===== config.mk =====
export PLATFORM = sky130hd
export DESIGN_NAME = led_driver_uart_frame_encoder_unit
export DESIGN_NICKNAME = d
export VERILOG_FILES = /design/src/rtl/lduf_pkg.sv /design/src/rtl/led_driver_uart_frame_encoder_unit.sv /design/src/rtl/lduf_frame_build.sv /design/src/rtl/lduf_byte_serializer.sv
export SDC_FILE = /design/constraint.sdc
export NUM_CORES = 1
export LEC_CHECK = 0
export BUFFER_PORTS_ARGS = -buffer_cell sky130_fd_sc_hd__buf_2
export CAP_MARGIN = 20
export CORE_MARGIN = 2
export CORE_UTILIZATION = 62
export DETAILED_ROUTE_END_ITERATION = 16
export PLACE_DENSITY = 0.86
export SYNTH_ARGS = -nofsm -noshare
export SYNTH_HDL_FRONTEND = slang
export SYNTH_SLANG_ARGS = --single-unit

===== constraint.sdc =====
create_clock -name clk -period 4.45 [get_ports clk]
set_input_delay 0.6675 -clock clk [delete_from_list [all_inputs] [get_ports clk]]
set_output_delay 0.6675 -clock clk [all_outputs]
set_load 0.02 [all_outputs]

===== src/rtl/lduf_pkg.sv =====
// Shared types, constants and CRC helpers for the LED driver frame encoder.
package lduf_pkg;

	localparam logic [7:0] SYNC_BYTE = 8'h79;

	localparam logic CMD_READ  = 1'b0;
	localparam logic CMD_WRITE = 1'b1;

	localparam int unsigned FRAME_BYTES = 5;
	localparam int unsigned CNT_W       = $clog2(FRAME_BYTES);

	// Index of the final byte for each frame type.
	localparam logic [CNT_W-1:0] READ_LAST_IDX  = CNT_W'(3);
	localparam logic [CNT_W-1:0] WRITE_LAST_IDX = CNT_W'(4);

	// x^k mod (x^3 + x + 1) repeats with period 7; entry j holds x^j.
	localparam logic [6:0][2:0] CRC_POW_TBL = {3'd5, 3'd7, 3'd6, 3'd3, 3'd4, 3'd2, 3'd1};

	typedef struct packed {
		logic        command;
		logic        broadcast;
		logic [5:0]  node_id;
		logic [7:0]  register_address;
		logic [12:0] write_value;
	} cmd_t;

	typedef struct packed {
		logic [FRAME_BYTES-1:0][7:0] bytes;
		logic [CNT_W-1:0]            last_idx;
	} frame_t;

	function automatic logic [7:0] reverse8(input logic [7:0] v);
		logic [7:0] r;
		for (int k = 0; k < 8; k++) begin
			r[7-k] = v[k];
		end
		return r;
	endfunction

	// Remainder modulo x^3 + x + 1 of a word whose low three bits count as zero.
	// Each set bit contributes its own power residue, so this is a flat XOR tree.
	function automatic logic [2:0] crc3(input logic [31:0] word);
		logic [2:0] r;
		r = 3'd0;
		for (int k = 3; k < 32; k++) begin
			if (word[k]) begin
				r = r ^ CRC_POW_TBL[k % 7];
			end
		end
		return r;
	endfunction

endpackage


===== src/rtl/led_driver_uart_frame_encoder_unit.sv =====
// Top level of the LED driver serial command frame encoder.
// With the output idle, an accepted command is held in the input register and then
// loaded into the output register, which then offers the sync byte.
// Throughput: one frame byte per cycle while byte_stall is low; a write frame has 5 bytes,
// a read frame 4, shifted out by the single frame-wide output register.
// The input register accepts the next command while the current frame drains.
// Reset (arst_n low) empties both the input and the output stages at once.
module led_driver_uart_frame_encoder_unit (
	input  logic        clk,
	input  logic        arst_n,
	input  logic        cmd_valid,
	output logic        cmd_stall,
	input  logic        command,
	input  logic        broadcast,
	input  logic [5:0]  node_id,
	input  logic [7:0]  register_address,
	input  logic [12:0] write_value,
	output logic        byte_valid,
	input  logic        byte_stall,
	output logic [7:0]  frame_byte,
	output logic        last_byte
);
	import lduf_pkg::*;

	cmd_t   cmd_s1;
	logic   valid_s1;
	frame_t frame;
	logic   load_ready;
	logic   accept;

	assign cmd_stall = valid_s1 && !load_ready;
	assign accept    = cmd_valid && !cmd_stall;

	always_ff @(posedge clk or negedge arst_n) begin
		if (!arst_n) begin
			valid_s1 <= 1'b0;
		end else if (accept) begin
			valid_s1 <= 1'b1;
		end else if (load_ready) begin
			valid_s1 <= 1'b0;
		end
	end

	always_ff @(posedge clk) begin
		if (accept) begin
			cmd_s1 <= '{command: command, broadcast: broadcast, node_id: node_id,
				register_address: register_address, write_value: write_value};
		end
	end

	lduf_frame_build u_build (
		.cmd   (cmd_s1),
		.frame (frame)
	);

	lduf_byte_serializer u_ser (
		.clk        (clk),
		.arst_n     (arst_n),
		.load_valid (valid_s1),
		.load_frame (frame),
		.load_ready (load_ready),
		.byte_valid (byte_valid),
		.byte_stall (byte_stall),
		.frame_byte (frame_byte),
		.last_byte  (last_byte)
	);

endmodule


===== src/rtl/lduf_frame_build.sv =====
// Combinational frame builder: turns one registered command into its frame bytes.
module lduf_frame_build (
	input  lduf_pkg::cmd_t   cmd,
	output lduf_pkg::frame_t frame
);
	import lduf_pkg::*;

	logic [7:0]  id_byte;
	logic [4:0]  data_hi;
	logic [31:0] crc_word;
	logic [2:0]  crc;

	always_comb begin
		data_hi = cmd.write_value[12:8];
		if (cmd.command == CMD_WRITE) begin
			id_byte  = {cmd.broadcast, cmd.node_id, 1'b0};
			crc_word = {reverse8(id_byte), reverse8(cmd.register_address),
				reverse8(cmd.write_value[7:0]), reverse8({3'b000, data_hi})};
		end else begin
			id_byte  = {1'b0, cmd.node_id, 1'b1};
			crc_word = {8'h00, reverse8(id_byte), reverse8(cmd.register_address), 8'h00};
		end
		crc = crc3(crc_word);
	end

	always_comb begin
		frame.bytes[0] = SYNC_BYTE;
		frame.bytes[1] = id_byte;
		frame.bytes[2] = cmd.register_address;
		if (cmd.command == CMD_WRITE) begin
			frame.bytes[3] = cmd.write_value[7:0];
			frame.bytes[4] = {crc, data_hi};
			frame.last_idx = WRITE_LAST_IDX;
		end else begin
			frame.bytes[3] = {crc, 5'b00000};
			frame.bytes[4] = 8'h00;
			frame.last_idx = READ_LAST_IDX;
		end
	end

endmodule


===== src/rtl/lduf_byte_serializer.sv =====
// Result register that holds one frame and shifts its bytes out one transaction at a time.
module lduf_byte_serializer (
	input  logic             clk,
	input  logic             arst_n,
	input  logic             load_valid,
	input  lduf_pkg::frame_t load_frame,
	output logic             load_ready,
	output logic             byte_valid,
	input  logic             byte_stall,
	output logic [7:0]       frame_byte,
	output logic             last_byte
);
	import lduf_pkg::*;

	logic [FRAME_BYTES-1:0][7:0] shift_q;
	logic [CNT_W-1:0]            remain_q;
	logic                        valid_q;
	logic                        take;
	logic                        load;

	assign take       = valid_q && !byte_stall;
	assign load_ready = !valid_q || (take && remain_q == '0);
	assign load       = load_valid && load_ready;

	assign byte_valid = valid_q;
	assign frame_byte = shift_q[0];
	assign last_byte  = (remain_q == '0);

	always_ff @(posedge clk or negedge arst_n) begin
		if (!arst_n) begin
			valid_q  <= 1'b0;
			remain_q <= '0;
		end else if (load) begin
			valid_q  <= 1'b1;
			remain_q <= load_frame.last_idx;
		end else if (take) begin
			if (remain_q == '0) begin
				valid_q <= 1'b0;
			end else begin
				remain_q <= remain_q - CNT_W'(1);
			end
		end
	end

	always_ff @(posedge clk) begin
		if (load) begin
			shift_q <= load_frame.bytes;
		end else if (take) begin
			shift_q <= {8'h00, shift_q[FRAME_BYTES-1:1]};
		end
	end

	a_remain_range: assert property (@(posedge clk) disable iff (!arst_n)
		valid_q |-> remain_q <= WRITE_LAST_IDX)
		else $error("byte count beyond frame length");

	a_load_sync: assert property (@(posedge clk) disable iff (!arst_n)
		load |=> valid_q && shift_q[0] == SYNC_BYTE)
		else $error("frame does not open with the sync byte");

	a_count_down: assert property (@(posedge clk) disable iff (!arst_n)
		(take && remain_q != '0 && !load) |=> valid_q && remain_q == $past(remain_q) - CNT_W'(1))
		else $error("byte count did not step after a transaction");

	a_frame_end: assert property (@(posedge clk) disable iff (!arst_n)
		(take && remain_q == '0 && !load_valid) |=> !valid_q)
		else $error("output still valid after the final byte");

endmodule

======== Word level (Yosys, flattened, before mapping) ========
Index checks and enable logic that the tools add are counted.
storage, ports and cells
  register bits ........................... 74
  input bits .............................. 33
  output and inout bits ................... 11
  word-level logic and storage cells ...... 102
operators by class
  add/sub/neg operators ................... 1
  equality and inequality tests ........... 1
  mux-type cells .......................... 43
  bitwise logic cells ..................... 28
  reduce and logical (&&, ||, !) cells .... 16
operators by type and width
  kind                 count
  $mux 40              2
  $mux 3               20
  $mux 31              1
  $not 2->2            11
  $mux 2               9
  $mux 16              1
  $not 1->1            12
  $not 3->3            4
  $mux 1               9
  $mux 8               1
  $reduce_bool 2->1    3
  $logic_and 1x1->1    5
  $logic_not 1->1      4
  $reduce_and 2->1     2
  $logic_not 3->1      1
  $sub 3x1->3 const B  1
  $ne 2x1->1 const B   1
  $not 1->2            1
  $logic_or 1x1->1     1

======== Depth between registers and ports, before layout ========
Gate-level depths: netlist of run 1.
  depth after elaboration ................. 52
  mapped depth ............................ 9
  gate-level depth less buffers ........... 7

======== By module ========
From an unflattened synthesis of run 1, not the netlist that was laid out.
unflattened totals
  cells, all modules ...................... 253
  area, all modules ....................... 3,856.2 µm²
modules (own cells, without submodules)
  module                              instances  cells an instance  area an instance (µm²)  seq. area each (µm²)
  lduf_byte_serializer                1          121                2,103.3                 1,301.2
  led_driver_uart_frame_encoder_unit  1          34                 928.4                   895.9
  lduf_frame_build                    1          98                 824.5                   0.0

======== Least setup slack after synthesis of run 1 ========
No wires, ideal clock.
  kind .................................... in2reg
  start point ............................. input port byte_stall
  end point ............................... register u_ser.shift_q[10] in the netlist's numbering (enable)
  setup time .............................. 389 ps
  arrival ................................. 2,075 ps
  data required time ...................... 4,061 ps
  slack ................................... 1,986 ps
  stages .................................. 4
  buffers on the path ..................... 1
  cell sequence ........................... nor3b_1 > o21ai_4 > clkbuf_1 > nand2_1
on the way
  word-level cells in the longest chain between the ends .. 6
RTL lines
  element                               line                                      RTL
  start, declared                       led_driver_uart_frame_encoder_unit.sv:19  input logic byte_stall,
  $logic_not 1->1 *                     lduf_byte_serializer.sv:21                assign take = valid_q && !byte_stall;
  $logic_and 1x1->1 *                   lduf_byte_serializer.sv:21
  $logic_and 1x1->1                     lduf_byte_serializer.sv:22                assign load_ready = !valid_q || (take && remain_q == '0);
  $logic_or 1x1->1                      lduf_byte_serializer.sv:22
  $logic_and 1x1->1                     lduf_byte_serializer.sv:23                assign load = load_valid && load_ready;
  $reduce_bool 2->1 (no source line) *  n/a
  end signal, assigned                  lduf_byte_serializer.sv:47                shift_q <= load_frame.bytes;
  end signal, assigned                  lduf_byte_serializer.sv:49                shift_q <= {8'h00, shift_q[FRAME_BYTES-1:1]};
  end, declared                         lduf_byte_serializer.sv:15                logic [FRAME_BYTES-1:0][7:0] shift_q;
Every way passes the cells marked *; elsewhere a longest branch is shown, timed or not.
A chain may end at the register's enable or synchronous reset.

======== Worst setup path in the final report of run 1 ========
  start point ............................. register cmd_s1[28] in the netlist's numbering
  end point ............................... register u_ser.shift_q[31] in the netlist's numbering, data pin
on the way
  word-level cells in the longest chain between the ends .. 34
RTL lines
  element                     line                                      RTL
  start, declared             led_driver_uart_frame_encoder_unit.sv:25  cmd_t cmd_s1;
  start signal, assigned      led_driver_uart_frame_encoder_unit.sv:46  cmd_s1 <= '{command: command, broadcast: broadcast, node_id: node_id,
  $mux 31                     lduf_frame_build.sv:15                    if (cmd.command == CMD_WRITE) begin
  $mux 3                      lduf_pkg.sv:46                            if (word[k]) begin
  $not 3->3 (no source line)  n/a
  $mux 3                      lduf_pkg.sv:46
  $not 2->2 (no source line)  n/a
  $mux 3                      lduf_pkg.sv:46
  $not 1->1 (no source line)  n/a
  $mux 3                      lduf_pkg.sv:46
  [18 not listed]             n/a
  $not 3->3 (no source line)  n/a
  $mux 3                      lduf_pkg.sv:46
  $not 2->2 (no source line)  n/a
  $mux 3                      lduf_pkg.sv:46
  $not 1->1 (no source line)  n/a
  $mux 3                      lduf_pkg.sv:46
  $mux 16 *                   lduf_frame_build.sv:30                    if (cmd.command == CMD_WRITE) begin
  $mux 40 *                   lduf_byte_serializer.sv:46                if (load) begin
Marks and branches as above.

==> results_dict.tcl, run 1 <==
set metrics [dict create \
    status "complete, no violations" \
    cts_setup_buffers 0 \
    postRouteWirelength_um 5640 \
    drtPass1Iterations 4 \
    critPathMaxFanout 21 \
    pin_count 44 \
    gr-usage-all-layers_pct 20.0 \
    criticalPathCategory "reg2reg" \
    drc 0 \
    setup_viol 0 \
    final_nets 348 \
    ir_drop_mv 0.349 \
    setup_slack_ps 1690 \
    hold_class "in2async" \
    syn_inst 276 \
    r2r_end "u_ser.shift_q[31]" \
    critPathMaxStageDelay_ps 910 \
    relSlewSlack_pct 43.2 \
    postCtsHoldBufs 0 \
    total_power_mw 2.00 \
    path_delay_family "flip-flops" \
    finalHoldViolCount 0 \
    clk_latency_ps 340 \
    drtIter0Drc 143 \
    cts_made_buffers 9 \
    synth_area_per_cell_um2 12.4 \
    clkTransAtPathRegs_ps 70 \
    synthFlopType "edfxtp_1" \
    cp-end-kind "flip-flop" \
    synth_top_family_by_area "simple AND/OR/NAND/NOR gates" \
    grt_remaining_overflow 0 \
    gp_congestion 0.836 \
    via_per_inst 5.37 \
    synth_fp_nets 311 \
    h-tree-depth 3 \
    die_h_um 78.4 \
    max-cap-violations 0 \
    regToRegSetupSlack_ps 1690 \
    min_period_ps 2760 \
    grt_pass1_vias 1922 \
    fin_hold_ws_ps 133 \
    synth-xor-area-share_pct 13.6 \
    num_vias 2089 \
    clockBufferDepth 2 \
    r2r_cells 5 \
    yosysSeqAreaShare_pct 61.7 \
    skew_ps 5.88 \
    synth_fa_ha_area_share_pct 0.730 \
    worst_pin_slew_ps 852 \
    cts_tree "done" \
    fp-row-count 27 \
    drive_gt1_share_pct 19.9 \
    numClockSinks 74 \
    layout.cells.non_filler 389 \
    netlist_area_mm2 0.00343 \
    synth-simple-area-share_pct 14.7 \
    fin_crit_sh_pct 62.1 \
    drv_slew 0 \
    clockRootBuffer "clkbuf_8" \
    fmax_mhz 362 \
    ys_warn_count 0 \
    cp.arrival_ps 2850 \
    core_mm2 0.00544 \
    place_inst 373 \
    wl_per_cell_um 14.5 \
    die-area_mm2 0.00614 \
    grt_pass1_wl_um 8900 \
    rsz0062_at_grt "no" \
    portBuffers 43 \
    p_leak_nw 1.60 \
    synth_mux_area_share_pct 1.46 \
    cts_resized 0 \
    p_per_area_mw_per_mm2 521 \
    start_util_pct 63.1 \
    r2r_start "cmd_s1[28]" \
    antenna_left 0 \
    area_delta_synth_final_pct 11.9 \
    worst_setup_path_start_kind "flip-flop" \
    required_ps 4540 \
    synth-compound-area-share_pct 3.76 \
    synth_edf_count 61 \
    num_antenna_cells 0 \
    antenna_found_initial 0 \
    yosys_register_bits 74 \
    cp_common_cell "xnor3_1" \
    place_hpwl_um 3820 \
    fin_setup_tns_ps 0 \
    grt_max_degree 41 \
    nFillCells 383 \
    die_w_um 78.4 \
    critical_path_buf_inv_count 0 \
    critPathSlowestCell "edfxtp_1" \
    pre_cts_ws_ps 1500 \
    crit_path_cell_trace "mux2i_1 -> xnor3_1 -> xnor3_1 -> nor4b_4 -> or3_1" \
    synth_cell_types 33 \
    async_flop_share_pct 6.76 \
]
## cell usage in the layout, fill, tap and decap left out
cell type   n
xor3_1      3
inv_1       7
clkinv_2    2
bufinv_16   1
a21oi_1     8
dfxtp_1     8
o21ai_0     3
buf_8       1
or3_1       1
edfxtp_1   61
nand2b_1    4
clkinv_1    1
mux2i_1     5
ha_1        2
o21ai_1     7
clkbuf_1    2
a31oi_1     1
nor4b_4     1
buf_4       3
xnor2_1    24
and2_1      7
nor3b_1     1
nor2b_1     1
nor2_1      6
nor4_1      1
nor2b_2     1
xor2_1      4
xnor2_2     1
and3_1      2
nand3_1    27
o21ai_4     1
dfrtp_1     5
a31o_1      1
clkbuf_8    9
nor3_1      1
buf_2      43
nand2_1    54
o31ai_1     1
xnor3_1     6
## metrics by stage
step,utilization (%),cell area (um^2)
3_3_place_gp,67.1,3650
5_1_grt,70.6,3840
4_1_cts,70.3,3820
6_report,70.6,3840
3_5_place_dp,67.1,3650
2_1_floorplan,-,3430
## cell families after synthesis
| family | Yosys count |
|---|---|
| adder cells (fa/ha/maj) | 2 |
| XOR/XNOR | 38 |
| flip-flops | 74 |
| AO/OA/AOI/OAI | 22 |
| multiplexers | 5 |
| buffers and inverters | 28 |
| AND/OR/NAND/NOR | 107 |
## routing by layer
layer	wire (um)	up-vias	global-route usage, %
li1	-	1019	-
met1	2490	988	25.3
met2	2740	71	32.6
met3	291	11	6.90
met4	104	0	6.84
met5	0	-	0
## synth_stat cells, types with 2 or more instances
library cell / number / share of area, %
clkbuf_1: 11 / 1.2
nand2_1: 54 / 5.9
and2_1: 7 / 1.3
a21oi_1: 8 / 1.2
nand2b_1: 4 / 0.73
xnor2_1: 24 / 6.1
mux2i_1: 5 / 1.5
o21ai_0: 3 / 0.44
xor2_1: 4 / 1.0
nor2b_1: 2 / 0.36
nand3_1: 27 / 3.9
nor2_1: 6 / 0.66
buf_2: 2 / 0.29
xor3_1: 3 / 2.1
edfxtp_1: 61 / 53
dfrtp_1: 5 / 3.6
o21ai_1: 7 / 1.0
and3_1: 2 / 0.36
dfxtp_1: 8 / 4.7
inv_1: 7 / 0.77
buf_4: 8 / 1.8
ha_1: 2 / 0.73
xnor3_1: 6 / 3.9
## state kept, by name, summed over array words and instances, names as in the netlist
signal            flops
u_ser.shift_q        32
u_ser.byte_valid      1
u_ser.frame_byte      8
cmd_s1               29
valid_s1              1
u_ser.remain_q        3
## cell type report
cell class	count	area (um^2)	share of cell area (%)
tap	72	90.1	2.35
timing repair buffer	47	253	6.58
inverter	7	26.3	0.684
multi-input combinational	174	1180	30.7
sequential	74	2120	55.1
clock buffer	11	131	3.42
clock inverter	4	43.8	1.14
## worst max-delay path by stage
stage	slack, ps	from	endpoint	cells after the start
global placement	1600	byte_stall	cmd_s1[25]	6
floorplan	1990	byte_stall	u_ser.shift_q[10]	4
finish	1690	cmd_s1[28]	u_ser.shift_q[31]	5
global route	1600	cmd_s1[28]	u_ser.shift_q[31]	5
CTS	1620	u_ser.remain_q[0]	cmd_s1[18]	7
detailed placement	1500	byte_stall	cmd_s1[17]	6
## power by group
| group | switching, mW | internal [mW] | leakage [nW] | total, mW |
|---|---|---|---|---|
| registers | 0.0709 | 0.908 | 0.712 | 0.979 |
| clock network | 0.224 | 0.253 | 0.0906 | 0.477 |
| logic | 0.282 | 0.262 | 0.797 | 0.544 |
| total | 0.577 | 1.42 | 1.60 | 2.00 |
Note: power is estimated with default switching activity, not from simulation.
==> run 2: changes to the inputs <==
--- a/config.mk
+++ b/config.mk
@@ -8,9 +8,9 @@
 export BUFFER_PORTS_ARGS = -buffer_cell sky130_fd_sc_hd__buf_2
 export CAP_MARGIN = 20
 export CORE_MARGIN = 2
-export CORE_UTILIZATION = 62
+export CORE_UTILIZATION = 52
 export DETAILED_ROUTE_END_ITERATION = 16
-export PLACE_DENSITY = 0.86
+export PLACE_DENSITY = 0.77
 export SYNTH_ARGS = -nofsm -noshare
 export SYNTH_HDL_FRONTEND = slang
 export SYNTH_SLANG_ARGS = --single-unit
==> constraint.sdc (replaced) <==
create_clock -name clk -period 2.46 [get_ports clk]
set_input_delay 0.369 -clock clk [delete_from_list [all_inputs] [get_ports clk]]
set_output_delay 0.369 -clock clk [all_outputs]
set_load 0.02 [all_outputs]
==> run 2 against run 1 <==
  * Clock skew grew 9.5 ps
  * Via count fell by 0.77%
  * Final cell count rose by 2.8%
  * Highest routed layer unchanged
  * Setup slack worse by 1600 ps
  * Routed wire length is 4.4% higher
  * Critical endpoint unchanged
==> results_dict.tcl, run 2 (synthesis gave the netlist of run 1 again) <==
set metrics [dict create \
    critPathMaxStageDelay_ps 430 \
    cp-end-kind "flip-flop" \
    criticalPathCategory "reg2reg" \
    clockBufferDepth 2 \
    drtPass1Iterations 4 \
    total_power_mw 3.73 \
    cts_made_buffers 9 \
    clk_latency_ps 350 \
    gp_congestion 0.822 \
    antenna_found_initial 0 \
    pre_cts_ws_ps 174 \
    setup_viol 0 \
    antenna_left 0 \
    drc 0 \
    numClockSinks 74 \
    grt_max_degree 33 \
    status "complete, no violations" \
    critPathSlowestCell "edfxtp_1" \
    ir_drop_mv 0.504 \
    max-cap-violations 0 \
    hold_class "in2reg" \
    swShare_pct 28.8 \
    die_h_um 85.2 \
    area_delta_synth_final_pct 14.8 \
    fmax_mhz 430 \
    fin_crit_sh_pct 94.5 \
    drtIter0Drc 159 \
    pwr-share-clk_pct 25.4 \
    cts_tree "done" \
    clockRootBuffer "clkbuf_8" \
    relSlewSlack_pct 61.2 \
    combPwrFrac_pct 27.4 \
    drv_slew 0 \
    required_ps 2540 \
    layout_common_cells "61 x edfxtp_1, 54 x nand2_1, 43 x buf_2, 27 x nand3_1, 24 x xnor2_1" \
    final_common_cell "edfxtp_1" \
    die_w_um 85.2 \
    crit_path_cell_trace "xnor2_2 -> xnor3_1 -> xnor3_1 -> nor4b_4 -> or3_1" \
    num_vias 2073 \
    grt_pass1_wl_um 9670 \
    min_period_ps 2330 \
    place_inst 383 \
    core_mm2 0.00635 \
    die-area_mm2 0.00726 \
    largest_reg_flops 32 \
    pwr-share-seq_pct 47.2 \
    grt_pass1_vias 1982 \
    skew_ps 15.4 \
    p_per_area_mw_per_mm2 949 \
    p_sw_mw 1.07 \
    portBuffers 43 \
    finalHoldViolCount 0 \
    place_hpwl_um 4130 \
    fin_setup_tns_ps 0 \
    via_per_inst 5.18 \
    setup_slack_ps 134 \
    rsz0062_at_grt "no" \
    worst_pin_slew_ps 580 \
    fp-row-count 29 \
    num_antenna_cells 0 \
    layout.cells.non_filler 400 \
    start_util_pct 54.0 \
    wl_per_cell_um 14.7 \
    drive_gt1_share_pct 22.0 \
    pin_count 44 \
    grt_remaining_overflow 0 \
    final_nets 353 \
    cp.arrival_ps 2410 \
    p_leak_nw 1.64 \
    top_register "u_ser.shift_q" \
    worst_setup_path_start_kind "flip-flop" \
    cp_common_cell "xnor3_1" \
    h-tree-depth 3 \
    clkTransAtPathRegs_ps 70 \
    postRouteWirelength_um 5880 \
    gr-usage-all-layers_pct 17.8 \
    critPathMaxFanout 3 \
    p_int_mw 2.66 \
]
## run 2: cell count changes in the layout (fill, tap and decap cells not counted), sizes merged
cell	before	now
clkbuf	11	12
clkinv	3	1
buf	47	51
clkinvlp	0	2
dlygate4sd3	0	1
## run 2: final cells by class
| class | count | area (um^2) |
|---|---|---|
| clock buffers | 12 | 155 |
| inverters | 7 | 26.3 |
| repair buffers | 52 | 310 |
| fillers | 511 | 2410 |
| well taps | 77 | 96.3 |
| flip-flops and latches | 74 | 2120 |
| multi-input cells | 174 | 1180 |
| clock inverters | 4 | 50.0 |
## run 2: critical path, delay by kind of cell, from the launching register on
kind | cells | cell delay (ps)
flops | 1 | 430
simple gates | 2 | 530
xor+xnor | 3 | 1090
## run 2: repair_timing
item,4_1_cts,5_1_grt
endpoints found under the hold margin,5,0
setup endpoints to repair,0,1
buffers inserted,0,0
gates resized for setup,0,1
hold buffers,1,0
## run 2: per-stage QoR
stage                     hold WS [ps]  cell area, um^2  utilization (%)
after floorplan                   73.4             3430                -
after global placement             185             3720             58.5
after detailed placement           187             3720             58.5
after CTS                          177             3930             61.9
after global routing               178             3940             62.0
final                              195             3940             62.0
## run 2: metal layers
metal | share of wire, % | GRT usage (%) | vias to the layer above
met3 | 6.6 | 5.06 | 7
li1 | - | - | 1029
met2 | 50 | 27.6 | 64
met1 | 42 | 24.5 | 973
met5 | 0 | 0 | -
met4 | 1.4 | 6.06 | 0
## run 2: path summary, 6_finish.rpt
kind                       slack, ps  cells after the start              start                   to
max in group asynchronous       1960                      2             arst_n    u_ser.remain_q[1]
min                              200                      1         node_id[5]           cmd_s1[26]
min reg2reg                      450                      2  u_ser.shift_q[14]  u_ser.frame_byte[6]
min in group asynchronous        380                      2             arst_n    u_ser.remain_q[2]
max                              130                      5         cmd_s1[17]    u_ser.shift_q[31]
max reg2reg                      130                      5         cmd_s1[17]    u_ser.shift_q[31]
## run 2: power by group through the flow
stage	clock, mW	combinational (mW)	sequential (mW)
floorplan	0	0.848	1.76
global placement	0	0.993	1.78
detailed placement	0	1.02	1.79
CTS	0.972	1.03	1.76
global route	1.02	1.13	1.79
finish	0.950	1.02	1.76
==> run 3: changes to the inputs <==
--- a/config.mk
+++ b/config.mk
@@ -5,12 +5,14 @@
 export SDC_FILE = /design/constraint.sdc
 export NUM_CORES = 1
 export LEC_CHECK = 0
+export ABC_AREA = 1
 export BUFFER_PORTS_ARGS = -buffer_cell sky130_fd_sc_hd__buf_2
 export CAP_MARGIN = 20
 export CORE_MARGIN = 2
 export CORE_UTILIZATION = 52
+export CTS_CLUSTER_DIAMETER = 120
 export DETAILED_ROUTE_END_ITERATION = 16
-export PLACE_DENSITY = 0.77
+export PLACE_DENSITY = 0.76
 export SYNTH_ARGS = -nofsm -noshare
 export SYNTH_HDL_FRONTEND = slang
 export SYNTH_SLANG_ARGS = --single-unit
==> constraint.sdc (replaced) <==
create_clock -name clk -period 2.46 [get_ports clk]
set_input_delay 0.369 -clock clk [delete_from_list [all_inputs] [get_ports clk]]
set_output_delay 0.369 -clock clk [all_outputs]
set_load 0.01 [all_outputs]
==> run 3 against run 2 <==
  * Routed wire length grew 24%
  * Worst hold slack lost 15 ps
  * Via count grew 37%
  * Critical path depth grew 6
  * Synthesized cell count grew 47%
  * Die area grew 6.7%
  * Clock-buffer cell count shrank 1
  * Setup slack gained 190 ps
  * Sequential power grew 18%
  * Combinational power grew 80%
  * Maximum frequency grew 9.1%
  * Register-to-register slack gained 190 ps
  * Critical path type unchanged
  * Largest cell class unchanged
  * Highest routed layer unchanged
==> results_dict.tcl, run 3 <==
set metrics [dict create \
    status "complete, no violations" \
    worst_setup_path_start_kind "flip-flop" \
    synthFlopType "edfxtp_1" \
    syn_inst 406 \
    skew_ps 12.0 \
    clockRootBuffer "clkbuf_8" \
    synth_fp_nets 441 \
    area_delta_synth_final_pct 14.8 \
    detailed_place.area_mm2 0.00396 \
    die_h_um 88.0 \
    regToRegSetupSlack_ps 330 \
    cts_resized 0 \
    fin_setup_tns_ps 0 \
    gp_congestion 0.922 \
    hold_path.startpoint "write_value[5]" \
    drive_gt1_share_pct 17.1 \
    worst_pin_slew_ps 520 \
    place_hpwl_um 5280 \
    netlist_area_mm2 0.00367 \
    numClockSinks 74 \
    die_w_um 88.0 \
    ir_drop_mv 0.562 \
    critPathMaxFanout 18 \
    yosysSeqAreaShare_pct 57.6 \
    yosys-top-cells-area "edfxtp_1 50%, nand2_1 12%, nand3_1 7.0%, inv_1 5.0%, o21ai_0 4.6%" \
    ys_warn_count 0 \
    pre_cts_ws_ps 385 \
    fin_area_mm2 0.00422 \
    cts_tree "done" \
    start_util_pct 53.8 \
    final_nets 485 \
    wl_per_cell_um 13.2 \
    die-area_mm2 0.00775 \
    p_leak_nw 1.97 \
    synth_largest_area_cell "edfxtp_1" \
    fmax_mhz 469 \
    rsz0062_at_grt "no" \
    synthTopCellsByCount "120 x nand2_1, 61 x edfxtp_1, 51 x nand3_1" \
    multi_input_area_mm2 0.00124 \
    gr-usage-all-layers_pct 20.7 \
    clk_latency_ps 360 \
    synth_edf_count 61 \
    top_register "u_ser.shift_q" \
    finalHoldViolCount 0 \
    fin_hold_ws_ps 181 \
    relSlewSlack_pct 65.3 \
    r2r_start "u_ser.remain_q[0]" \
    via_per_inst 5.14 \
    synth_cell_types 32 \
    portBuffers 43 \
    core_mm2 0.00683 \
    cts_made_buffers 9 \
    drv_slew 0 \
    hold_class "in2reg" \
    p_per_area_mw_per_mm2 1210 \
    h-tree-depth 3 \
    pin_count 44 \
    grt_pass1_wl_um 11700 \
    min_period_ps 2130 \
    fp-row-count 30 \
    cp-end-kind "flip-flop" \
    r2r_end "u_ser.shift_q[29]" \
    clockBufferDepth 2 \
    postRouteWirelength_um 7290 \
    total_power_mw 5.10 \
    grt_pass1_vias 2608 \
    register_area_mm2 0.00212 \
    min_to "cmd_s1[5]" \
    yosys_register_bits 74 \
    grt_max_degree 32 \
    required_ps 2670 \
    clkTransAtPathRegs_ps 80 \
    largest_reg_flops 32 \
    cp.arrival_ps 2340 \
    place_inst 534 \
    grt_remaining_overflow 0 \
    max-cap-violations 0 \
    synth.top_cell.area_share_pct 49.9 \
    synth_area_per_cell_um2 9.05 \
    layout.cells.non_filler 551 \
    drtPass1Iterations 4 \
    num_antenna_cells 0 \
    num_vias 2834 \
    yosysMostFrequentCell "nand2_1" \
    drtIter0Drc 217 \
    drc 0 \
    hold_depth 1 \
    setup_slack_ps 329 \
    async_flop_share_pct 6.76 \
    criticalPathCategory "reg2reg" \
    fin_crit_sh_pct 86.6 \
    post-route-util_pct 61.7 \
    setup_viol 0 \
    antenna_found_initial 0 \
    antenna_left 0 \
    r2r_cells 11 \
    layout_common_cells "119 x nand2_1, 61 x edfxtp_1, 51 x nand3_1, 49 x inv_1, 43 x buf_2" \
    nFillCells 618 \
    final_common_cell "nand2_1" \
]
==> run 3: cell types whose count changed after synthesis, moves of 4 or more <==
cell	before	now
a21oi_1	8	4
and2_1	7	0
clkbuf_1	11	5
inv_1	7	49
mux2i_1	5	0
nand2_1	54	120
nand3_1	27	51
nor2_1	6	18
o21ai_0	3	34
o21ai_1	7	3
xnor2_1	24	5
xnor3_1	6	0
==> run 3: final cells by class <==
type / instances / share of cell area, %
Clock buffer: 11 / 3.59
Clock inverter: 5 / 2.37
Inverter: 51 / 4.54
Multi-Input combinational cell: 260 / 29.3
Sequential cell: 74 / 50.2
Tap cell: 96 / 2.85
Timing Repair Buffer: 54 / 7.12
==> run 3: repair_timing <==
action	CTS	global route
hold buffers	1	0
buffers inserted	0	0
endpoints found under the hold margin	5	0
==> run 3: power by group <==
part	total (mW)	internal, mW	switching, mW
combinational	1.84	0.642	1.20
sequential	2.08	1.91	0.168
clock	1.18	0.726	0.452
total	5.10	3.28	1.82
==> run 3: per-layer routing <==
metal  vias up  GRT usage, %  wire length [um]
met1      1293          26.6              3280
met3        14          4.34               427
met4         0          11.3               189
met5         -             0                 0
met2       107          32.9              3400
li1       1420             -                 -
==> run 3: worst max path at each step <==
stage	from	end	slack (ps)	cells past startpoint
floorplan	u_ser.remain_q[0]	u_ser.shift_q[29]	220	11
global placement	u_ser.remain_q[0]	u_ser.shift_q[28]	480	10
detailed placement	u_ser.remain_q[0]	u_ser.shift_q[29]	390	11
CTS	u_ser.remain_q[0]	u_ser.shift_q[29]	370	11
global route	u_ser.remain_q[0]	u_ser.shift_q[29]	110	11
finish	u_ser.remain_q[0]	u_ser.shift_q[29]	330	11
==> run 3: logic make-up (layout without fill, tap and decap cells) <==
logic type               count (synthesis)  in the layout  share of synthesized area (%)
AND/OR/NAND/NOR                        200            200                           23.0
flip-flops                              74             74                           57.6
buffers and inverters                   72            121                           8.82
AO/OA/AOI/OAI                           48             48                           7.29
XOR/XNOR                                10             10                           2.59
adder cells (fa/ha/maj)                  2              2                          0.681
==> run 3: worst max-delay path, cell delays in order (launching register included) <==
cell and delay, ps:
dfrtp_1 380, inv_1 100, ha_1 160, nand2_1 70, o21ai_1 200, inv_1 60
nor2_1 120, inv_1 250, nand2_2 160, buf_4 220, o221ai_1 130, a21oi_1 130
